===== src/sv/psieve_pkg.sv =====
// ----------------------------------------------------------------------------
// psieve_pkg
// Shared constants, word types and the memory request bundle of the
// prime sieve table.
// ----------------------------------------------------------------------------
package psieve_pkg;

    // Table geometry
    localparam int TABLE_SIZE = 65536;
    localparam int ADDR_W     = $clog2(TABLE_SIZE);
    localparam int LIM_W      = ADDR_W + 1;
    localparam int K_W        = LIM_W + 1;
    localparam int BASE_W     = ADDR_W / 2 + 2;

    // Fixed field widths
    localparam int VAL_W = 16;
    localparam int CFG_W = 17;

    // Sieve constants
    localparam int FIRST_PRIME = 2;
    localparam int LIMIT_FLOOR = 23;

    // Command codes
    localparam logic CMD_BUILD = 1'b0;
    localparam logic CMD_QUERY = 1'b1;

    // Input word
    typedef struct packed {
        logic             command;
        logic [VAL_W-1:0] query_value;
    } t_in;

    // Result word
    typedef struct packed {
        logic is_prime;
        logic in_range;
        logic build_done;
    } t_out;

    // Table memory request from the sequencer
    typedef struct packed {
        logic              we;
        logic [ADDR_W-1:0] waddr;
        logic              wdata;
        logic              re;
        logic [ADDR_W-1:0] raddr;
    } t_mem_req;

endpackage


===== src/sv/psieve_ctrl.sv =====
// ----------------------------------------------------------------------------
// psieve_ctrl
// Sequencer around the table memory: fill sweep, sieve over prime bases,
// single-bit queries, and the result word handed to the output register.
// ----------------------------------------------------------------------------
module psieve_ctrl (
    input  logic                         i_clk,
    input  logic                         i_rst_n,
    input  logic                         i_in_valid,
    output logic                         o_in_ready,
    input  psieve_pkg::t_in              i_in,
    input  logic [psieve_pkg::LIM_W-1:0] i_lim,
    output psieve_pkg::t_mem_req         o_mem,
    input  logic                         i_rd_data,
    output logic                         o_res_valid,
    output psieve_pkg::t_out             o_res,
    input  logic                         i_res_ready
);
    import psieve_pkg::*;

    typedef enum logic [6:0] {
        S_IDLE     = 7'b0000001,
        S_FILL     = 7'b0000010,
        S_BASE_RD  = 7'b0000100,
        S_BASE_CHK = 7'b0001000,
        S_MARK     = 7'b0010000,
        S_QUERY    = 7'b0100000,
        S_DONE     = 7'b1000000
    } t_state;

    t_state              r_state, n_state;
    logic [K_W-1:0]      r_k, n_k;
    logic [BASE_W-1:0]   r_base, n_base;
    logic [K_W-1:0]      r_sq, n_sq;
    logic                r_built, n_built;
    logic                r_inr, n_inr;
    logic                r_ok, n_ok;
    logic [K_W-1:0]      k_step;
    logic [K_W-1:0]      lim_k;

    assign o_in_ready = (r_state == S_IDLE);
    assign lim_k      = K_W'(i_lim);
    assign k_step     = r_k + K_W'(r_base);

    // Next state, memory requests and result word
    always_comb begin
        n_state     = r_state;
        n_k         = r_k;
        n_base      = r_base;
        n_sq        = r_sq;
        n_built     = r_built;
        n_inr       = r_inr;
        n_ok        = r_ok;
        o_mem       = '0;
        o_res_valid = 1'b0;
        o_res       = '0;

        case (r_state)
            S_IDLE: begin
                if (i_in_valid) begin
                    if (i_in.command == CMD_BUILD) begin
                        n_k     = '0;
                        n_state = S_FILL;
                    end else begin
                        o_mem.re    = 1'b1;
                        o_mem.raddr = ADDR_W'(i_in.query_value);
                        n_inr       = (32'(i_in.query_value) < 32'(i_lim));
                        n_ok        = r_built &&
                                      (32'(i_in.query_value) >= 32'(FIRST_PRIME));
                        n_state     = S_QUERY;
                    end
                end
            end
            S_FILL: begin
                // Rewrite every entry: prime candidates are 2 to limit-1
                o_mem.we    = 1'b1;
                o_mem.waddr = r_k[ADDR_W-1:0];
                o_mem.wdata = (r_k >= K_W'(FIRST_PRIME)) && (r_k < lim_k);
                n_k         = r_k + K_W'(1);
                if (&r_k[ADDR_W-1:0]) begin
                    n_base  = BASE_W'(FIRST_PRIME);
                    n_sq    = K_W'(FIRST_PRIME * FIRST_PRIME);
                    n_state = S_BASE_RD;
                end
            end
            S_BASE_RD: begin
                // Stop once the square of the base reaches the limit
                if (r_sq >= lim_k) begin
                    n_built = 1'b1;
                    n_state = S_DONE;
                end else begin
                    o_mem.re    = 1'b1;
                    o_mem.raddr = ADDR_W'(r_base);
                    n_state     = S_BASE_CHK;
                end
            end
            S_BASE_CHK: begin
                // Composite bases are already covered by their prime factors
                if (i_rd_data) begin
                    n_k     = r_sq;
                    n_state = S_MARK;
                end else begin
                    n_base  = r_base + BASE_W'(1);
                    n_sq    = r_sq + K_W'({r_base, 1'b1});
                    n_state = S_BASE_RD;
                end
            end
            S_MARK: begin
                // Clear one multiple per cycle
                o_mem.we    = 1'b1;
                o_mem.waddr = r_k[ADDR_W-1:0];
                o_mem.wdata = 1'b0;
                n_k         = k_step;
                if (k_step >= lim_k) begin
                    n_base  = r_base + BASE_W'(1);
                    n_sq    = r_sq + K_W'({r_base, 1'b1});
                    n_state = S_BASE_RD;
                end
            end
            S_QUERY: begin
                // Read data holds until the result word is taken
                o_res_valid       = 1'b1;
                o_res.is_prime    = i_rd_data & r_ok & r_inr;
                o_res.in_range    = r_inr;
                o_res.build_done  = 1'b0;
                if (i_res_ready) begin
                    n_state = S_IDLE;
                end
            end
            S_DONE: begin
                o_res_valid      = 1'b1;
                o_res.build_done = 1'b1;
                if (i_res_ready) begin
                    n_state = S_IDLE;
                end
            end
            default: begin
                n_state = S_IDLE;
            end
        endcase
    end

    // Control registers
    always_ff @(posedge i_clk) begin
        if (!i_rst_n) begin
            r_state <= S_IDLE;
            r_built <= 1'b0;
        end else begin
            r_state <= n_state;
            r_built <= n_built;
        end
    end

    // Sweep and query registers
    always_ff @(posedge i_clk) begin
        r_k    <= n_k;
        r_base <= n_base;
        r_sq   <= n_sq;
        r_inr  <= n_inr;
        r_ok   <= n_ok;
    end

endmodule


===== config.mk =====
export PLATFORM = sky130hd
export DESIGN_NAME = psieve_ctrl
export DESIGN_NICKNAME = d
export VERILOG_FILES = /design/src/sv/psieve_pkg.sv /design/src/sv/psieve_ctrl.sv
export SDC_FILE = /design/constraint.sdc
export NUM_CORES = 1
export LEC_CHECK = 0
export BUFFER_PORTS_ARGS = -buffer_cell sky130_fd_sc_hd__buf_2
export CAP_MARGIN = 25
export CORE_MARGIN = 2
export CORE_UTILIZATION = 40
export CTS_BUF_LIST = sky130_fd_sc_hd__clkbuf_4 sky130_fd_sc_hd__clkbuf_8
export DETAILED_ROUTE_END_ITERATION = 6
export GPL_TIMING_DRIVEN = 0
export HOLD_SLACK_MARGIN = 0.08
export PLACE_DENSITY = 0.67
export SYNTH_ARGS = -nofsm -noshare
export SYNTH_HDL_FRONTEND = slang
export SYNTH_SLANG_ARGS = --single-unit

===== constraint.sdc =====
create_clock -name i_clk -period 12.32 [get_ports i_clk]
set_input_delay 0.616 -clock i_clk [delete_from_list [all_inputs] [get_ports i_clk]]
set_output_delay 0.616 -clock i_clk [all_outputs]
set_load 0.02 [all_outputs]

==> results by group <==
Floorplan
  – # IOs: 79
  – Row count: 44
  – Die Span Y: 125 microns
  – Total die area: 0.0155 sq mm
  – Initial Utilization: between 40% and 50%
  – Core area: 0.0144 sq mm
  – Die width: 125 microns

STA
  – Fin. max-slew vios: 0
  – Final worst setup slack: about 7400 ps
  – Fmax: 204 MHz
  – Total negative setup slack: 0 ps
  – Fin crit period: just under 5000 ps
  – Crit share post-route: between 30% and 40%
  – RSZ-0062 raised after global routing: false
  – Final hold violations: 0
  – Worst Tran Pin Value: 985 ps
  – Clock Skew: 4.52 ps
  – Worst Hold Slack: 486 ps
  – Slew margin rel.: 34.1%
  – Setup Viol. Count Final: 0

Run status
  – Status: finished, final reports clean

Setup path
  – CP max stage cell: edfxtp_1
  – Setup crit end kind: flop
  – Worst R2R End: r_sq[11]$_SDFFCE_PN0P_
  – Crit path buffers/inverters: 1
  – Cell family with most CP delay: compound AO/OA/AOI/OAI gates
  – Max FO, Critical Path: 19
  – Worst flop-to-flop path startpoint: r_k[6]$_DFFE_PP_
  – Critical Path AT: 5010 ps
  – R2R setup slack: 7420 ps
  – WP depth: 15
  – Crit path required time: 12430 ps
  – Crit path cell chain: ha_1, a2111oi_0, o21ai_0, a221oi_1, nor2b_1, xnor2_1, ha_1, a211oi_1, o21ai_0, a211oi_2, o31ai_1, nand2_1, nand2_2, and2_1, buf_16
  – Worst path max stage delay: 570 ps
  – Startpoint types: flop
  – Worst setup path class: flop to flop
  – R2R cell count: 15
  – Launch point of the worst path: r_k[6]$_DFFE_PP_

Global routing
  – Initial antenna violation count: 0
  – Number of global-route vias before repair: roughly 5.1k
  – Largest net degree at the start of global routing: 20
  – All-Layer GR Usage: 22.8%
  – Grt total ovfl: 0
  – First-pass GRT wire length: 28000 microns

Synth
  – Synth async-reset ratio: 0%
  – Synth Net Count: 787
  – Synth warn: 0
  – Netlist cell types: 64
  – Post-Synthesis Cell Area: about 0.0058 sq mm
  – EDFF count, synth: 48
  – Number of synthesized register bits: 56
  – Main synth FF type: edfxtp_1
  – Post-synthesis sequential area ratio: 27.5%
  – Avg Cell Area, Syn: between 8 and 9 sq um
  – Post-Syn Instances: about 660

Pwr
  – Pwr Density: 98.6 mW/mm^2
  – Leakage: 2.89 nW
  – VDD IR-drop max: 0.0532 mV

Worst hold path
  – Worst Hold Class: flop to flop
  – Worst Hold Path EP: r_built$_SDFFE_PN0P_
  – Worst Hold Launch: r_built$_SDFFE_PN0P_
  – Hold Path Depth: 1

Finish
  – Layout Utilization: between 40% and 50%
  – Layout cells sized above 1: 13.9%
  – Nets@finish: 875
  – Design Area, Final: 0.00659 sq mm
  – Most frequent cells in the layout: 88 x ha_1, 79 x buf_2, 66 x nor2_1
  – Layout area overhead: 13.3%
  – Commonest non-fill, non-tap cell in the layout: ha_1
  – FILL cells: ~1.4k
  – Number of diodes: 0

Clocking
  – Total CTS buffers: 5
  – Resized cells post-CTS: 0
  – Hold_buf cts: 0
  – Post-CTS Setup Inserts: 0
  – Clock buffer depth: 2
  – Worst skew pair latency: 340 ps
  – CTS tree: built
  – H-tree depth: 2
  – Root buffer cell: clkbuf_8
  – Num Clock Sinks: 56
  – Clock transition at the registers of the reported paths: 100 ps

Place
  – Placement Cell Area: 0.00650 sq mm
  – Pre-CTS setup slack: 7520 ps
  – GP Congestion: 0.930
  – IO buf count: 78
  – DP HPWL: 14300 microns

Run
  – Max cap viols: 0

Drt
  – Detailed Route Iter0 Violations: between 300 and 400
  – Met3 wire length: 1210 microns
  – DRC: 0
  – Routed wire length per instance: slightly below 20 microns
  – Met2 routed wirelength: 8230 microns
  – DR pass1 iterations: 5
  – DR vias: 5469
  – Vias/cell: 5.87
  – M1 WL: slightly below 8000 microns
  – Detailed Route WL: 17900 microns
  – Top Layer Used: met4
  – Routed Antenna Nets: 0
where the power goes:
| part | total [mW] | internal (mW) | switching (mW) |
|---|---|---|---|
| combinational | 0.274 | 0.113 | 0.161 |
| sequential | 0.262 | 0.228 | 0.0343 |
| clock | 0.113 | 0.0447 | 0.0688 |
| total | 0.650 | 0.386 | 0.264 |
stage by stage:
step	total power, mW	std cells
after floorplan	0.445	658
after global routing	0.690	931
after CTS	0.646	930
final	0.650	931
after detailed placement	0.534	922
after global placement	0.525	920
flip-flops by register name, indices dropped and copies added (netlist names):
signal   cells
r_base      10
r_built      1
r_inr        1
r_k         18
r_ok         1
r_sq        18
r_state      7
logic make-up (layout without fill, tap and decap cells):
| logic type | Yosys count | count (layout) | synth area share (%) |
|---|---|---|---|
| AND/OR/NAND/NOR | 237 | 237 | 21.3 |
| AO/OA/AOI/OAI | 173 | 173 | 21.1 |
| adder cells (fa/ha/maj) | 90 | 90 | 19.6 |
| buffers and inverters | 57 | 146 | 3.68 |
| flip-flops | 56 | 56 | 27.5 |
| XOR/XNOR | 45 | 45 | 6.77 |
layout make-up:
type	count	area (sq um)	area share (%)
plain buffers	17	63.8	0.968
multi-input cells	545	4020	61.0
clock buffers	7	83.8	1.27
well taps	184	230	3.49
inverters	40	150	2.28
flip-flops and latches	56	1600	24.3
clock inverters	1	5.00	0.0759
repair buffers	81	438	6.64
how the worst max path moves through the flow:
stage and endpoint:
6_report r_sq[11]$_SDFFCE_PN0P_, 5_1_grt r_sq[17]$_SDFFCE_PN0P_, 4_1_cts r_sq[14]$_SDFFCE_PN0P_, 3_5_place_dp r_sq[14]$_SDFFCE_PN0P_
3_3_place_gp r_sq[16]$_SDFFCE_PN0P_, 2_1_floorplan r_base[0]$_SDFFCE_PN0P_
cells in the mapped netlist, types with 4 or more instances:
library cell | count | area [sq um]
o211ai_1 | 6 | 45.0
or2_2 | 5 | 31.3
a31oi_1 | 4 | 25.0
nand3_1 | 27 | 135
xnor2_1 | 25 | 219
dfxtp_1 | 8 | 160
a22o_1 | 10 | 87.6
clkbuf_1 | 16 | 60.1
a221o_1 | 12 | 120
nand2_1 | 35 | 131
nand4_1 | 5 | 31.3
a21oi_1 | 28 | 140
o21a_1 | 15 | 113
nor4_1 | 6 | 37.5
a22oi_1 | 6 | 45.0
ha_1 | 88 | 1100
nor3_1 | 18 | 90.1
and3_1 | 10 | 62.6
o21ai_0 | 34 | 170
nor2_1 | 66 | 248
and2_1 | 25 | 156
o221ai_1 | 4 | 35.0
edfxtp_1 | 48 | 1440
inv_1 | 40 | 150
nand2b_1 | 9 | 56.3
a21o_1 | 13 | 97.6
a211oi_1 | 9 | 67.6
o2111ai_1 | 6 | 52.6
xor2_1 | 20 | 175
nor2b_1 | 11 | 68.8
per-layer routing:
| layer | global-route usage, % | up-vias |
|---|---|---|
| li1 | - | 2650 |
| met3 | 4.42 | 35 |
| met4 | 9.25 | 0 |
| met5 | 0 | - |
| met1 | 29.0 | 2574 |
| met2 | 37.8 | 210 |
No activity file was read; power rests on OpenSTA's default activity.
