$ cat config.mk
export PLATFORM = sky130hd
export DESIGN_NAME = psieve_ram
export DESIGN_NICKNAME = d
export VERILOG_FILES = /design/src/sv/psieve_ram.sv
export SDC_FILE = /design/constraint.sdc
export NUM_CORES = 1
export LEC_CHECK = 0
export ABC_CLOCK_PERIOD_IN_PS = 4300
export BUFFER_PORTS_ARGS = -buffer_cell sky130_fd_sc_hd__buf_2
export CELL_PAD_IN_SITES_DETAIL_PLACEMENT = 1
export CELL_PAD_IN_SITES_GLOBAL_PLACEMENT = 1
export CORE_MARGIN = 3
export CORE_UTILIZATION = 39
export DETAILED_ROUTE_END_ITERATION = 10
export PLACE_DENSITY = 0.62
export SLEW_MARGIN = 20
export SYNTH_ARGS = -nofsm -noshare
export SYNTH_HDL_FRONTEND = slang
export SYNTH_SLANG_ARGS = --single-unit
$ cat constraint.sdc
create_clock -name i_clk -period 4.3 [get_ports i_clk]
set_input_delay 0.86 -clock i_clk [delete_from_list [all_inputs] [get_ports i_clk]]
set_output_delay 0.86 -clock i_clk [all_outputs]
set_load 0.02 [all_outputs]
$ cat src/sv/psieve_ram.sv
// ----------------------------------------------------------------------------
// psieve_ram
// Generic simple dual-port RAM: one write port, one read port with the read
// data registered. Read data holds while no read is issued.
// ----------------------------------------------------------------------------
module psieve_ram #(
    parameter int WIDTH = 1,
    parameter int DEPTH = 1024
) (
    input  logic                     i_clk,
    input  logic                     i_we,
    input  logic [$clog2(DEPTH)-1:0] i_waddr,
    input  logic [WIDTH-1:0]         i_wdata,
    input  logic                     i_re,
    input  logic [$clog2(DEPTH)-1:0] i_raddr,
    output logic [WIDTH-1:0]         o_rdata
);

    logic [WIDTH-1:0] r_mem [DEPTH];
    logic [WIDTH-1:0] r_rdata;

    // Write port
    always_ff @(posedge i_clk) begin
        if (i_we) begin
            r_mem[i_waddr] <= i_wdata;
        end
    end

    // Registered read port
    always_ff @(posedge i_clk) begin
        if (i_re) begin
            r_rdata <= r_mem[i_raddr];
        end
    end

    assign o_rdata = r_rdata;

endmodule

==> impl_metrics.tcl, run 1 <==
set metrics [dict create \
    status "finished clean" \
    clk_pin_slew_worst_paths_ns 0.06 \
    vdd_ir_drop_max_mv 0.325 \
    numPortBuffers 24 \
    first_pass_iters 5 \
    grt-ovfl-total 0 \
    final_common_cell "nor2_1" \
    synthArstFlopShare 0 \
    final_nets 3140 \
    synth_enable_flop_cells 1025 \
    worst_pin_slew_ns 1.10 \
    vias_per_cell 5.81 \
    power_per_cell_area_nw_per_um2 422 \
    grt_max_degree 227 \
    io_pins 25 \
    core_um2 113000 \
    die_h_um 344 \
    fin_crit_sh 0.847 \
    dieArea_um2 119000 \
    synth_fa_ha_area_frac 0 \
    synthCells 3112 \
    num_rows 123 \
    yosysSeqAreaShare 0.689 \
    postCtsSetupBuffers 0 \
    syn_to_final_growth_pct 12.6 \
    cts_max_level 3 \
    grt_antenna_before_repair 9 \
    maxCapViolations 0 \
    postPlaceCellArea_um2 46900 \
    via_count 27400 \
    antenna_left 0 \
    rsz0062_at_grt "false" \
    critPathKind "primary input to register" \
    required_ns 4.72 \
    grt_first_pass_wirelength_um 203000 \
    slew_viol_final 0 \
    synthMuxAreaShare 0.137 \
    startpoint_type "primary input" \
    pre_cts_slack_ns 0.112 \
    track_usage 0.241 \
    cts.sink_count 1025 \
    synth_top_family_by_area "multiplexers" \
    yosys_warnings 0 \
    synth-compound-area-share 0.0283 \
    finalNonFillerCells 4708 \
    ys_ff_latch 1025 \
    die_w_um 344 \
    drt_iter0_drc 3517 \
    cp-end-kind "register" \
    wirelength_um 143000 \
    synth_xor_area_frac 0 \
    drive_gt1_frac 0.185 \
    clock_latency_ns 0.69 \
    yosysUniqueCellTypes 55 \
    ys.flop_type "edfxtp_1" \
    cts_buffer_depth 3 \
    post_cts_resize_count 0 \
    finalHoldViolCount 0 \
    routedWlPerCell_um 30.3 \
    leakagePower_nw 15.1 \
    path_max_fanout 28 \
    finalSetupTns_ns 0 \
    place_congestion 0.806 \
    avgSynthCellArea_um2 14.4 \
    synth_fp_nets 3136 \
    yosysTopAreaCell "edfxtp_1" \
    holdCritPathClass "primary input to register" \
    cts-root-buf "clkbuf_16" \
    setup_slack_ns 0.660 \
    post-place-cells 4504 \
    min_period_ns 3.64 \
    synth_top_area_frac 0.689 \
    relSlewSlack 0.267 \
    netlist_top_cells_area "edfxtp_1 (69%), mux4_2 (10%), nor2_1 (8.7%)" \
    place_hpwl_um 79700 \
    postCtsHoldBufs 0 \
    grt_pass1_vias 28500 \
    crit_arrival_ns 4.06 \
    cts_tree "built" \
    post-route-util 0.445 \
    yosys.area_share.simple 0.112 \
    post-route-cell-area_um2 50300 \
    fmax_mhz 275 \
    synth_area_um2 44700 \
    start_util 0.395 \
    mostFrequentLayoutCells "nor2_1 (1036), edfxtp_1 (1025), mux4_2 (200), buf_4 (150), mux2i_1 (123)" \
    drcViolationCount 0 \
    fin_skew_ns 0.0277 \
    cts_made_buffers 110 \
    setup_violations 0 \
]
[Yosys cell counts (11+ instances only)]
master,count
o221ai_1,49
o22ai_1,28
a21oi_1,37
buf_6,18
nand2_1,86
a22oi_1,17
mux2i_1,123
buf_4,13
clkbuf_1,186
nand3_1,37
buf_1,57
edfxtp_1,1025
nor2_1,1036
mux4_1,14
buf_2,19
o21ai_0,11
mux4_2,200
nor3_1,37
nor2b_1,11
[metrics by stage]
step | hold WS [ns] | power (W)
global placement | 1.06 | 0.0124
CTS | 0.439 | 0.0214
global route | 0.452 | 0.0219
floorplan | 0.959 | 0.0119
detailed placement | 1.14 | 0.0124
finish | 0.487 | 0.0213
[cells by family after synthesis]
family          Yosys count
simple gates           1260
flops                  1025
mux                     340
buf+inv                 309
compound gates          178
[state kept, by name, summed over array words and instances, names as in the netlist]
signal and count:
o_rdata 1, r_mem 1024
[worst max-delay path, stage by stage]
cell       delay [ns]
buf_8            0.34
buf_4            0.32
mux4_2           0.53
a21oi_1          0.32
nor4_1           0.13
buf_4            0.19
nor3_1           0.54
a311oi_1         0.15
buf_4            0.21
nor4_1           0.22
o2111ai_1        0.16
[where the power goes]
part           leakage [nW]  switching, W  internal [W]  total (W)
registers              9.21    0.00000362        0.0110     0.0110
logic                  4.21      0.000789      0.000400    0.00119
clock network          1.66       0.00398       0.00509    0.00906
total                  15.1       0.00477        0.0165     0.0213
[worst paths after layout]
check,from,end,slack (ns),cells past startpoint
min,i_re,o_rdata,0.49,1
max,i_raddr[0],o_rdata,0.66,11
min reg2reg,r_mem[240],o_rdata,1.18,5
max reg2reg,r_mem[27],o_rdata,1.21,10
[area by class of cell]
class	count	area (um^2)
Clock inverter	68	518
Tap cell	1500	1880
Timing Repair Buffer	195	1700
Sequential cell	1025	30800
Multi-Input combinational cell	1778	12600
Antenna cell	5	12.5
Inverter	6	22.5
Clock buffer	131	2830
Fill cell	11200	62800
[metal layers]
metal / share of wire / GRT usage / routed length (um) / vias to the layer above
met2: 0.49 / 0.399 / 69500 / 1054
met4: 0.036 / 0.0850 / 5120 / 4
met5: 0.00019 / 0 / 27 / -
met1: 0.40 / 0.321 / 57600 / 14500
met3: 0.073 / 0.0428 / 10400 / 265
li1: - / - / - / 11500
Note: power is estimated with default switching activity, not from simulation.
==> run 2, diff against run 1 <==
--- a/config.mk
+++ b/config.mk
@@ -5,14 +5,15 @@
 export SDC_FILE = /design/constraint.sdc
 export NUM_CORES = 1
 export LEC_CHECK = 0
-export ABC_CLOCK_PERIOD_IN_PS = 4300
+export ABC_AREA = 1
+export ABC_CLOCK_PERIOD_IN_PS = 3050
 export BUFFER_PORTS_ARGS = -buffer_cell sky130_fd_sc_hd__buf_2
 export CELL_PAD_IN_SITES_DETAIL_PLACEMENT = 1
 export CELL_PAD_IN_SITES_GLOBAL_PLACEMENT = 1
 export CORE_MARGIN = 3
 export CORE_UTILIZATION = 39
 export DETAILED_ROUTE_END_ITERATION = 10
-export PLACE_DENSITY = 0.62
+export PLACE_DENSITY = 0.67
 export SLEW_MARGIN = 20
 export SYNTH_ARGS = -nofsm -noshare
 export SYNTH_HDL_FRONTEND = slang
==> constraint.sdc (replaced) <==
create_clock -name i_clk -period 3.05 [get_ports i_clk]
set_input_delay 0.61 -clock i_clk [delete_from_list [all_inputs] [get_ports i_clk]]
set_output_delay 0.61 -clock i_clk [all_outputs]
set_load 0.02 [all_outputs]
==> run 2 against run 1 <==
Effect of this change:
- setup slack better by 0.015 ns
- total power is 46% higher
- cell count is 33% higher
- critical path type unchanged
- clock power is 47% higher
- clock-buffer cell count is 14 higher
- critical endpoint unchanged
- first-iteration DRC count is 7.7% higher
- routed wire length is 14% higher
==> impl_metrics.tcl, run 2 <==
set metrics [dict create \
    crit_path_max_incr_delay_ns 0.32 \
    track_usage 0.263 \
    drive_gt1_frac 0.0909 \
    min_period_ns 2.38 \
    wirelength_um 162000 \
    core_um2 117000 \
    worstHoldPathCells 1 \
    avgSynthCellArea_um2 9.92 \
    crit_arrival_ns 2.85 \
    cts_tree "built" \
    post-route-util 0.449 \
    synth_fp_nets 4703 \
    numPortBuffers 24 \
    synth_enable_flop_cells 1025 \
    netlist_top_cells_area "edfxtp_1 (66%), nand3_1 (11%), nand2_1 (8.9%)" \
    reg2reg_slack_ns 0.97 \
    synth.most_common_cell "nand2_1" \
    num_rows 125 \
    die_h_um 351 \
    synthArstFlopShare 0 \
    cpMostUsedCell "nand3_1" \
    critPathKind "primary input to register" \
    postCtsSetupBuffers 0 \
    holdCritPathClass "primary input to register" \
    routedWlPerCell_um 25.9 \
    status "finished clean" \
    vdd_ir_drop_max_mv 0.417 \
    relSlewSlack 0.449 \
    synth_commonest_cells "nand2_1 (1102), nor2_1 (1042), edfxtp_1 (1025)" \
    fmax_mhz 421 \
    ys.flop_type "edfxtp_1" \
    slew_viol_final 0 \
    antenna_left 0 \
    clock_latency_ns 0.71 \
    power_per_cell_area_nw_per_um2 589 \
    first_pass_iters 5 \
    leakagePower_nw 17.5 \
    final_common_cell "nand2_1" \
    place_congestion 0.812 \
    grt_pass1_vias 36300 \
    cts_buffer_depth 3 \
    syn_to_final_growth_pct 13.4 \
    ys_ff_latch 1025 \
    cts.sink_count 1025 \
    cts-root-buf "clkbuf_16" \
    grt_first_pass_wirelength_um 239000 \
    fin_skew_ns 0.0333 \
    die_w_um 351 \
    grt-ovfl-total 0 \
    final_nets 4654 \
    worstHoldStart "i_re" \
    min_to "o_rdata" \
    yosys_warnings 0 \
    worstPathCellList "buf_8 -> clkinv_16 -> buf_12 -> nand2_1 -> nand3_1 -> nand3_1 -> nand3_1 -> nand3_1 -> nand3_1 -> nand3_1 -> nand2_1 -> nand2_1 -> nand3_1 -> nand3_1 -> nand2_1" \
    setup_violations 0 \
    fin_crit_sh 0.779 \
    finalHoldViolCount 0 \
    cts_max_level 3 \
    maxCapViolations 0 \
    drt_iter0_drc 3788 \
    worst_pin_slew_ns 0.827 \
    yosysUniqueCellTypes 16 \
    place_hpwl_um 90000 \
    clk_pin_slew_worst_paths_ns 0.06 \
    start_util 0.396 \
    via_count 35800 \
    required_ns 3.52 \
    dieArea_um2 123000 \
    slowest_stage "buf_12" \
    worstReg2RegStart "r_mem[402]" \
    synth_top_area_frac 0.663 \
    mostFrequentLayoutCells "nand2_1 (1080), nor2_1 (1042), edfxtp_1 (1025), nand3_1 (1018), buf_4 (150)" \
    finalSetupTns_ns 0 \
    yosysSeqAreaShare 0.663 \
    post_cts_resize_count 0 \
    r2r-end "o_rdata" \
    yosysTopAreaCell "edfxtp_1" \
    synthCells 4679 \
    postCtsHoldBufs 0 \
    rr_worst_depth 12 \
    cp-end-kind "register" \
    path_max_fanout 61 \
    drcViolationCount 0 \
    cts_made_buffers 114 \
    largest_reg_flops 1024 \
    grt_max_degree 133 \
    vias_per_cell 5.72 \
    rsz0062_at_grt "false" \
    startpoint_type "primary input" \
    max_flop_register "r_mem" \
    synth_area_um2 46400 \
    grt_antenna_before_repair 5 \
    io_pins 25 \
]
-- run 2: cell types whose count changed after synthesis, sizes merged, moves of 37 or more --
cell    before   now
a21oi       37     0
buf        114   216
nand3       37  1021
inv          4    46
mux4       214     0
nand2       86  1102
mux2i      123     0
o221ai      49     0
-- run 2: power by group --
group	total, W	internal, W	switching, W
clock	0.0133	0.00758	0.00575
sequential	0.0155	0.0155	0.00000536
combinational	0.00214	0.000591	0.00154
-- run 2: cell type report --
class | instances | area (um^2)
Antenna cell | 1 | 2.50
Sequential cell | 1025 | 30800
Multi-Input combinational cell | 3196 | 13400
Clock buffer | 145 | 2990
Inverter | 46 | 213
Clock inverter | 69 | 559
Tap cell | 1524 | 1910
Timing Repair Buffer | 247 | 2760
Fill cell | 13000 | 64500
-- run 2: how the worst max path moves through the flow --
stage / startpoint / end
after floorplan: i_raddr[1] / o_rdata
after global placement: i_raddr[0] / o_rdata
after detailed placement: i_raddr[0] / o_rdata
after CTS: i_raddr[0] / o_rdata
after global routing: i_raddr[0] / o_rdata
final: i_raddr[0] / o_rdata
-- run 2: logic make-up after synthesis --
| kind of cell | Yosys count | share of synthesized area |
|---|---|---|
| and+or+nand+nor | 3196 | 0.287 |
| DFF | 1025 | 0.663 |
| buffers and inverters | 458 | 0.0494 |
-- run 2: layer usage --
layer,track usage,vias to the layer above,wire (um)
met5,0,-,13
met1,0.356,18500,68000
met4,0.0933,2,6000
met2,0.435,1290,77400
met3,0.0339,302,10800
li1,-,15700,-
-- run 2: through the flow --
stage | area [um^2] | hold slack (ns) | total power, W | setup WS (ns) | cells
after detailed placement | 49100 | 0.991 | 0.0179 | 0.0875 | 6038
after CTS | 52600 | 0.224 | 0.0312 | 0.851 | 6252
after floorplan | 46400 | 0.709 | 0.0169 | 0.974 | 4679
after global routing | 52600 | 0.235 | 0.0319 | 0.615 | 6252
final | 52600 | 0.272 | 0.0310 | 0.674 | 6253
after global placement | 49100 | 0.989 | 0.0179 | 0.0975 | 6038
-- run 2: critical path, delay by kind of cell --
kind          cells  cell delay [ns]
buf+inv           3             0.60
simple gates     12             1.42
